<file path="config.mk">
export PLATFORM = sky130hd
export DESIGN_NAME = sva_ctrl
export DESIGN_NICKNAME = d
export VERILOG_FILES = /design/src/sva_pkg.sv /design/src/sva_ctrl.sv
export SDC_FILE = /design/constraint.sdc
export NUM_CORES = 1
export LEC_CHECK = 0
export BUFFER_PORTS_ARGS = -buffer_cell sky130_fd_sc_hd__buf_2
export CAP_MARGIN = 20
export CORE_AREA = 2 2 39 41
export DETAILED_ROUTE_END_ITERATION = 8
export DIE_AREA = 0 0 41 43
export GPL_ROUTABILITY_DRIVEN = 0
export PLACE_DENSITY = 0.67
export SYNTH_ARGS = -nofsm -noshare
export SYNTH_HDL_FRONTEND = slang
export SYNTH_SLANG_ARGS = --single-unit
</file>
<file path="constraint.sdc">
create_clock -name clk -period 1.5 [get_ports clk]
set_input_delay 0.3 -clock clk [delete_from_list [all_inputs] [get_ports clk]]
set_output_delay 0.3 -clock clk [all_outputs]
set_load 0.02 [all_outputs]
</file>
<file path="src/sva_pkg.sv">
package sva_pkg;

  // Default sizes of the store
  localparam int NumElementsDef = 1024;
  localparam int VersionsDef    = 16;
  localparam int SnapBitsDef    = 16;

  // Fixed field widths
  localparam int ModeW   = 2;
  localparam int IdxW    = 10;
  localparam int ValW    = 32;
  localparam int QueryW  = 16;
  localparam int SnapOutW = 16;
  localparam int LenW    = 11;
  localparam int StatusW = 2;

  localparam logic [LenW-1:0] LEN_RESET = 11'd1024;

  // Operation codes
  localparam logic [ModeW-1:0] MODE_SET  = 2'd0;
  localparam logic [ModeW-1:0] MODE_SNAP = 2'd1;
  localparam logic [ModeW-1:0] MODE_GET  = 2'd2;

  // Status codes
  localparam logic [StatusW-1:0] STATUS_OK    = 2'd0;
  localparam logic [StatusW-1:0] STATUS_RANGE = 2'd1;
  localparam logic [StatusW-1:0] STATUS_FULL  = 2'd2;
  localparam logic [StatusW-1:0] STATUS_SAT   = 2'd3;

  typedef enum logic [3:0] {
    S_CLEAR,
    S_IDLE,
    S_DISPATCH,
    S_TOP,
    S_SETCHK,
    S_SRCH,
    S_PROBE,
    S_FETCH,
    S_DONE
  } state_t;

  // Version memory read address source
  typedef enum logic [1:0] {
    RD_TOP,
    RD_MID,
    RD_LO
  } rd_sel_t;

  typedef struct packed {
    logic                clr_en;
    logic                accept;
    logic                cnt_rd;
    logic                ver_rd;
    rd_sel_t             rd_sel;
    logic                srch_init;
    logic                probe_upd;
    logic                snap_take;
    logic                ver_over;
    logic                ver_app;
    logic                fetch_take;
    logic                status_we;
    logic [StatusW-1:0]  status_code;
    logic                out_load;
  } ctl_cmd_t;

  typedef struct packed {
    logic              clr_last;
    logic [ModeW-1:0]  mode;
    logic              idx_ok;
    logic              snap_sat;
    logic              top_match;
    logic              list_full;
    logic              lo_eq_hi;
    logic              probe_le;
    logic              out_free;
  } dp_stat_t;

endpackage

</file>
<file path="src/sva_ctrl.sv">
module sva_ctrl import sva_pkg::*; (
  input  logic     clk,
  input  logic     rst,
  input  logic     req_valid,
  output logic     req_stall,
  input  dp_stat_t stat,
  output ctl_cmd_t cmd
);

  state_t state;
  state_t state_next;

  // Hold state
  always_ff @(posedge clk) begin
    if (rst) begin
      state <= S_CLEAR;
    end else begin
      state <= state_next;
    end
  end

  // Next state
  always_comb begin
    state_next = state;
    case (state)
      S_CLEAR: begin
        if (stat.clr_last) state_next = S_IDLE;
      end
      S_IDLE: begin
        if (req_valid) state_next = S_DISPATCH;
      end
      S_DISPATCH: begin
        if ((stat.mode == MODE_SET || stat.mode == MODE_GET) && stat.idx_ok) begin
          state_next = S_TOP;
        end else begin
          state_next = S_DONE;
        end
      end
      S_TOP: begin
        if (stat.mode == MODE_SET) state_next = S_SETCHK;
        else state_next = S_SRCH;
      end
      S_SETCHK: state_next = S_DONE;
      S_SRCH: begin
        if (stat.lo_eq_hi) state_next = S_FETCH;
        else state_next = S_PROBE;
      end
      S_PROBE: state_next = S_SRCH;
      S_FETCH: state_next = S_DONE;
      S_DONE: begin
        if (stat.out_free) state_next = S_IDLE;
      end
      default: state_next = S_CLEAR;
    endcase
  end

  // Commands to the datapath
  always_comb begin
    cmd = '0;
    cmd.rd_sel = RD_TOP;
    cmd.status_code = STATUS_OK;
    req_stall = 1'b1;
    case (state)
      S_CLEAR: cmd.clr_en = 1'b1;
      S_IDLE: begin
        req_stall = 1'b0;
        cmd.accept = req_valid;
      end
      S_DISPATCH: begin
        cmd.cnt_rd = 1'b1;
        if (stat.mode == MODE_SNAP) begin
          if (stat.snap_sat) begin
            cmd.status_we = 1'b1;
            cmd.status_code = STATUS_SAT;
          end else begin
            cmd.snap_take = 1'b1;
          end
        end else if ((stat.mode == MODE_SET || stat.mode == MODE_GET) && !stat.idx_ok) begin
          cmd.status_we = 1'b1;
          cmd.status_code = STATUS_RANGE;
        end
      end
      S_TOP: begin
        if (stat.mode == MODE_SET) begin
          cmd.ver_rd = 1'b1;
          cmd.rd_sel = RD_TOP;
        end else begin
          cmd.srch_init = 1'b1;
        end
      end
      S_SETCHK: begin
        if (stat.top_match) begin
          cmd.ver_over = 1'b1;
        end else if (stat.list_full) begin
          cmd.status_we = 1'b1;
          cmd.status_code = STATUS_FULL;
        end else begin
          cmd.ver_app = 1'b1;
        end
      end
      S_SRCH: begin
        cmd.ver_rd = 1'b1;
        cmd.rd_sel = stat.lo_eq_hi ? RD_LO : RD_MID;
      end
      S_PROBE: cmd.probe_upd = 1'b1;
      S_FETCH: cmd.fetch_take = 1'b1;
      S_DONE: cmd.out_load = stat.out_free;
      default: cmd = '0;
    endcase
  end

endmodule

</file>
==> impl_metrics.tcl, run 1 <==
set metrics [dict create \
    insertion_delay_ps 250 \
    place_worst_setup_slack_ps -83.6 \
    clockBufferDepth 2 \
    period_minus_slack_ps 1840 \
    fmax_mhz 542 \
    seq_area_frac_synth_pct 17.5 \
    largest_register "state" \
    cp_cell_sequence "nand2b_4 > or3_4 > clkinv_4 > a22o_4 > a21o_1 > buf_6" \
    nNetsFinal 135 \
    layout_setup_ws_ps -344 \
    grt_max_degree 14 \
    clock_skew_ps 11.0 \
    port_buffers 28 \
    yosysWarningCount 0 \
    antenna_found_initial 0 \
    finalCritPeriodShare_pct 123 \
    met3_usage_pct 6.81 \
    dp.final_hpwl_um 1070 \
    post_drt_via_cell_ratio 5.47 \
    die_w_um 41 \
    wirelength_um 2270 \
    worstHoldPathCells 2 \
    numCtsBuffers 3 \
    grtUsageTotal_pct 19.9 \
    clk_transition_reported_paths_ps 40 \
    worstRegToRegCells 5 \
    synth_area_sq_um 457 \
    overflow 0 \
    cts_num_sinks 4 \
    slew_headroom_pct 80.0 \
    slew_viol_final 0 \
    cts_root_buf "clkbuf_4" \
    core_sq_mm 0.00138 \
    multi_input_area_sq_um 541 \
    tightestPinTransition_ps 292 \
    register_area_sq_um 92.6 \
    p_leak_nw 0.524 \
    power_density_mw_per_mm2 1260 \
    end_kind "primary output" \
    largest_reg_flops 4 \
    grt_pass1_vias 596 \
    nFillCells 76 \
    path_class "reg2out" \
    setup_viol 17 \
    top_regs "state: 4 flops" \
    dr_total_vias 744 \
    grt_use_met2_pct 34.4 \
    pin_count 30 \
    cap_violations 0 \
    cts_tree "built" \
    dr.pass1.iters 4 \
    grt_setup_unrepaired "yes" \
    finish.utilization_pct 86.6 \
    critPathBufInv 2 \
    dieArea_sq_mm 0.00176 \
    drt_iter0_markers 10 \
    hold_violations 0 \
    worstPathRequired_ps 1200 \
    cp.arrival_ps 1540 \
    min_path_type "in2reg" \
    crit_path_top_delay_cell "or3_4" \
    h-tree-depth 1 \
    yosys_register_bits 4 \
    start_util_pct 33.0 \
    crit_fanout 3 \
    syn_to_final_growth_pct 162 \
    cpPeakStageDelay_ps 410 \
    grt_pass1_wl_um 2380 \
    status "finished, violations left" \
    syn-instance-count 62 \
    syn_nets 75 \
    syn_avg_cell_area_sq_um 7.37 \
    cts_hold_buf 0 \
    rows 14 \
    cp.depth 6 \
    violations "negative setup slack" \
    die_y_um 43 \
    cp-start-kind "register" \
    vdd_ir_drop_max_mv 0.931 \
    ant_nets 0 \
    yosysUniqueCellTypes 32 \
    crit_family "simple AND/OR/NAND/NOR gates" \
    wl_per_cell_um 16.7 \
    top_usage_layer "met2" \
    drive_above_1_share_pct 80.8 \
    grtUsageMet1_pct 22.2 \
    antenna_cells 0 \
    drc_errors 0 \
]
## layout by cell type (no fill, tap or decap), types with 2 or more instances in the layout
cell type and instances:
buf_8 3, nand2_1 2, or3_4 2, nand2b_4 2
nor2b_2 2, nor4_4 3, clkbuf_4 3, nand2b_1 2
nor2_4 4, dfxtp_4 3, buf_6 20, nor4b_4 2
buf_4 24, nor2_1 6, and3_4 2, a21oi_1 2
buf_2 12
## power breakdown
part | total, W | switching (W) | internal [W]
clock | 0.000147 | 0.0000562 | 0.0000903
combinational | 0.00118 | 0.000557 | 0.000622
sequential | 0.000179 | 0.0000343 | 0.000145
## synth_stat cells
library cell / instances / area, sq um
a21bo_2: 1 / 10.0
a21oi_1: 2 / 10.0
nor4b_1: 2 / 17.5
nand2_2: 1 / 6.26
dfxtp_1: 4 / 80.1
nand3b_1: 1 / 7.51
nor3b_1: 1 / 7.51
o31a_2: 1 / 10.0
nor2b_1: 3 / 18.8
mux2i_1: 1 / 10.0
nand2_1: 3 / 11.3
o32ai_1: 1 / 8.76
buf_4: 1 / 7.51
and3b_2: 1 / 10.0
a311o_1: 1 / 10.0
clkbuf_4: 1 / 7.51
nand2b_1: 4 / 25.0
buf_6: 2 / 22.5
a21oi_2: 1 / 8.76
or3_1: 2 / 12.5
inv_1: 1 / 3.75
a22o_2: 1 / 10.0
nor3_1: 3 / 15.0
inv_2: 1 / 3.75
nor2_1: 10 / 37.5
nor2b_2: 1 / 8.76
nor4_1: 4 / 25.0
a21o_1: 1 / 7.51
and3_1: 3 / 18.8
o2111ai_1: 1 / 8.76
a2111oi_0: 1 / 8.76
a22oi_1: 1 / 7.51
## metrics by stage
| step | cell area (sq um) | TNS, ps | instances | hold WS, ps | total power [W] |
|---|---|---|---|---|---|
| 6_report | 1200 | -2920 | 136 | 274 | 0.00150 |
| 5_1_grt | 1200 | -3670 | 136 | 265 | 0.00158 |
| 4_1_cts | 962 | -2390 | 124 | 258 | 0.00116 |
| 3_5_place_dp | 714 | -177 | 112 | 509 | 0.000765 |
| 3_3_place_gp | 714 | -87.3 | 112 | 508 | 0.000752 |
| 2_1_floorplan | 517 | -412 | 62 | 355 | 0.000594 |
## path summary, 6_finish.rpt
| kind | start | to | slack, ps |
|---|---|---|---|
| worst min register to register | state[3] | state[2] | 710 |
| worst min-delay path | rst | state[3] | 270 |
| worst max register to register | state[2] | state[3] | 0 |
| worst max-delay path | state[3] | cmd[3] | -340 |
## area by class of cell
class	instances	area share [%]
Sequential cell	4	7.72
Multi-Input combinational cell	52	45.1
Inverter	2	1.04
Timing Repair Buffer	59	42.6
Tap cell	16	1.67
Clock buffer	3	1.88
## per-layer routing
metal | share of wire, % | up-vias
li1 | - | 350
met1 | 35 | 346
met2 | 56 | 40
met3 | 6.3 | 8
met4 | 2.8 | 0
met5 | 0 | -
## worst reg2reg max path: cells and delay by family, from the launching register on
kind / cells / cell delay, ps
compound gates: 2 / 420
simple gates: 1 / 390
flops: 1 / 350
buf+inv: 2 / 260
## logic make-up after synthesis
kind of cell / count (synthesis) / synth area share (%)
AND/OR/NAND/NOR: 39 / 48.5
AO/OA/AOI/OAI: 12 / 21.9
buffers and inverters: 6 / 9.86
flip-flops: 4 / 17.5
multiplexers: 1 / 2.19
## what timing repair did
action | 4_1_cts | 5_1_grt
setup endpoints to repair | 15 | 18
hold endpoints to repair | 0 | 0
setup buffers | 9 | 14
pin swaps | 7 | 14
gates resized for setup | 41 | 37
Power figures use the tool's default switching activity.
==> inputs of run 2 (changes only) <==
- PLACE_DENSITY: 0.67 -> 0.72
- clock period: 1.5 -> 2.2 ns (I/O delays scaled with it)
==> run 2 against run 1 <==
Net effect:
- the flow now finishes without violations
- clock skew is 9.6 ps lower
- global-route usage decreased by 5.1 points
- setup slack improved by 470 ps
==> impl_metrics.tcl, run 2 (synthesized netlist as in run 1, its figures left out) <==
set metrics [dict create \
    finish.utilization_pct 44.6 \
    start_util_pct 33.0 \
    reg2reg_to "state[2]" \
    ant_nets 0 \
    slew_headroom_pct 73.0 \
    crit_family "flip-flops" \
    layout_common_cells "28 x buf_2, 10 x nor2_1, 4 x nand2b_1, 4 x nor4_1, 4 x dfxtp_1" \
    reg2reg_slack_ps 750 \
    largest_reg_flops 4 \
    crit_fanout 13 \
    cts_hold_buf 0 \
    nFillCells 159 \
    tightestPinTransition_ps 400 \
    overflow 0 \
    dieArea_sq_mm 0.00176 \
    critPathBufInv 2 \
    nNetsFinal 106 \
    cts_root_buf "clkbuf_4" \
    antenna_cells 0 \
    post_cts_buffers 0 \
    grtUsageTotal_pct 14.8 \
    dr_total_vias 555 \
    cp_cell_sequence "or3_1 > inv_2 > a22o_2 > a21o_1 > buf_2" \
    power_density_mw_per_mm2 872 \
    clock_skew_ps 1.41 \
    die_w_um 41 \
    top_regs "state: 4 flops" \
    holdCritStartpoint "rst" \
    dp.final_hpwl_um 927 \
    r2r-start "state[0]" \
    port_buffers 28 \
    crit_path_top_delay_cell "dfxtp_1" \
    cp.arrival_ps 1630 \
    worstPathRequired_ps 1760 \
    grt_setup_unrepaired "no" \
    cp-start-kind "register" \
    insertion_delay_ps 240 \
    grt_max_degree 15 \
    dr.pass1.iters 3 \
    drive_above_1_share_pct 45.1 \
    final_common_cell "buf_2" \
    h-tree-depth 1 \
    finalPower_w 0.000538 \
    core_sq_mm 0.00138 \
    slew_viol_final 0 \
    min_path_type "in2reg" \
    worstHoldPathCells 2 \
    post_drt_via_cell_ratio 5.19 \
    drc_errors 0 \
    fmax_mhz 483 \
    setup_viol 0 \
    antenna_found_initial 0 \
    vdd_ir_drop_max_mv 0.408 \
    cts-resized-gates 0 \
    die_y_um 43 \
    pin_count 30 \
    holdPathEnd "state[3]" \
    clk_transition_reported_paths_ps 40 \
    end_kind "primary output" \
    finalCritPeriodShare_pct 94.1 \
    wirelength_um 1170 \
    cpPeakStageDelay_ps 550 \
    tns_ps 0 \
    wl_per_cell_um 10.9 \
    hold_violations 0 \
    rows 14 \
    grt_pass1_vias 438 \
    cap_violations 0 \
    p_leak_nw 0.312 \
    period_minus_slack_ps 2070 \
    cts_num_sinks 4 \
    path_class "reg2out" \
    largest_register "state" \
    drt_iter0_markers 7 \
    grt_pass1_wl_um 1790 \
    worstRegToRegCells 4 \
    cts_tree "built" \
    numCtsBuffers 3 \
    clockBufferDepth 2 \
    status "completed" \
    syn_to_final_growth_pct 35.1 \
]
run 2: where the power goes:
part / switching [W] / internal (W)
clock: 0.0000330 / 0.0000612
sequential: 0.0000315 / 0.0000910
combinational: 0.000187 / 0.000134
total: 0.000252 / 0.000286
run 2: area by class of cell:
| class | count | area, sq um | share of cell area (%) |
|---|---|---|---|
| Clock buffer | 3 | 22.5 | 3.65 |
| Tap cell | 16 | 20.0 | 3.25 |
| Multi-Input combinational cell | 52 | 332 | 53.8 |
| Sequential cell | 4 | 80.1 | 13.0 |
| Timing Repair Buffer | 30 | 155 | 25.2 |
| Inverter | 2 | 7.51 | 1.22 |
run 2: worst max-delay path by stage:
stage,from,to,cells past startpoint
5_1_grt,state[2],cmd[3],5
4_1_cts,state[2],cmd[3],5
6_report,state[2],cmd[3],5
3_3_place_gp,state[2],cmd[3],5
3_5_place_dp,state[2],cmd[3],5
2_1_floorplan,state[3],cmd[7],3
run 2: per-stage QoR:
stage          instance area (sq um)  hold WS, ps  worst slack (ps)  std cells
4_1_cts                          617          404               128        107
5_1_grt                          617          421              37.1        107
2_1_floorplan                    457          502               159         62
3_5_place_dp                     594          620               389        104
3_3_place_gp                     594          611               405        104
6_report                         617          409               129        107
run 2: layer usage:
layer	routed length [um]	track usage, %	part of all wire [%]
met2	503	20.0	43
met4	13	8.00	1.1
met3	97	3.14	8.3
met1	555	20.9	47
met5	0	0	0
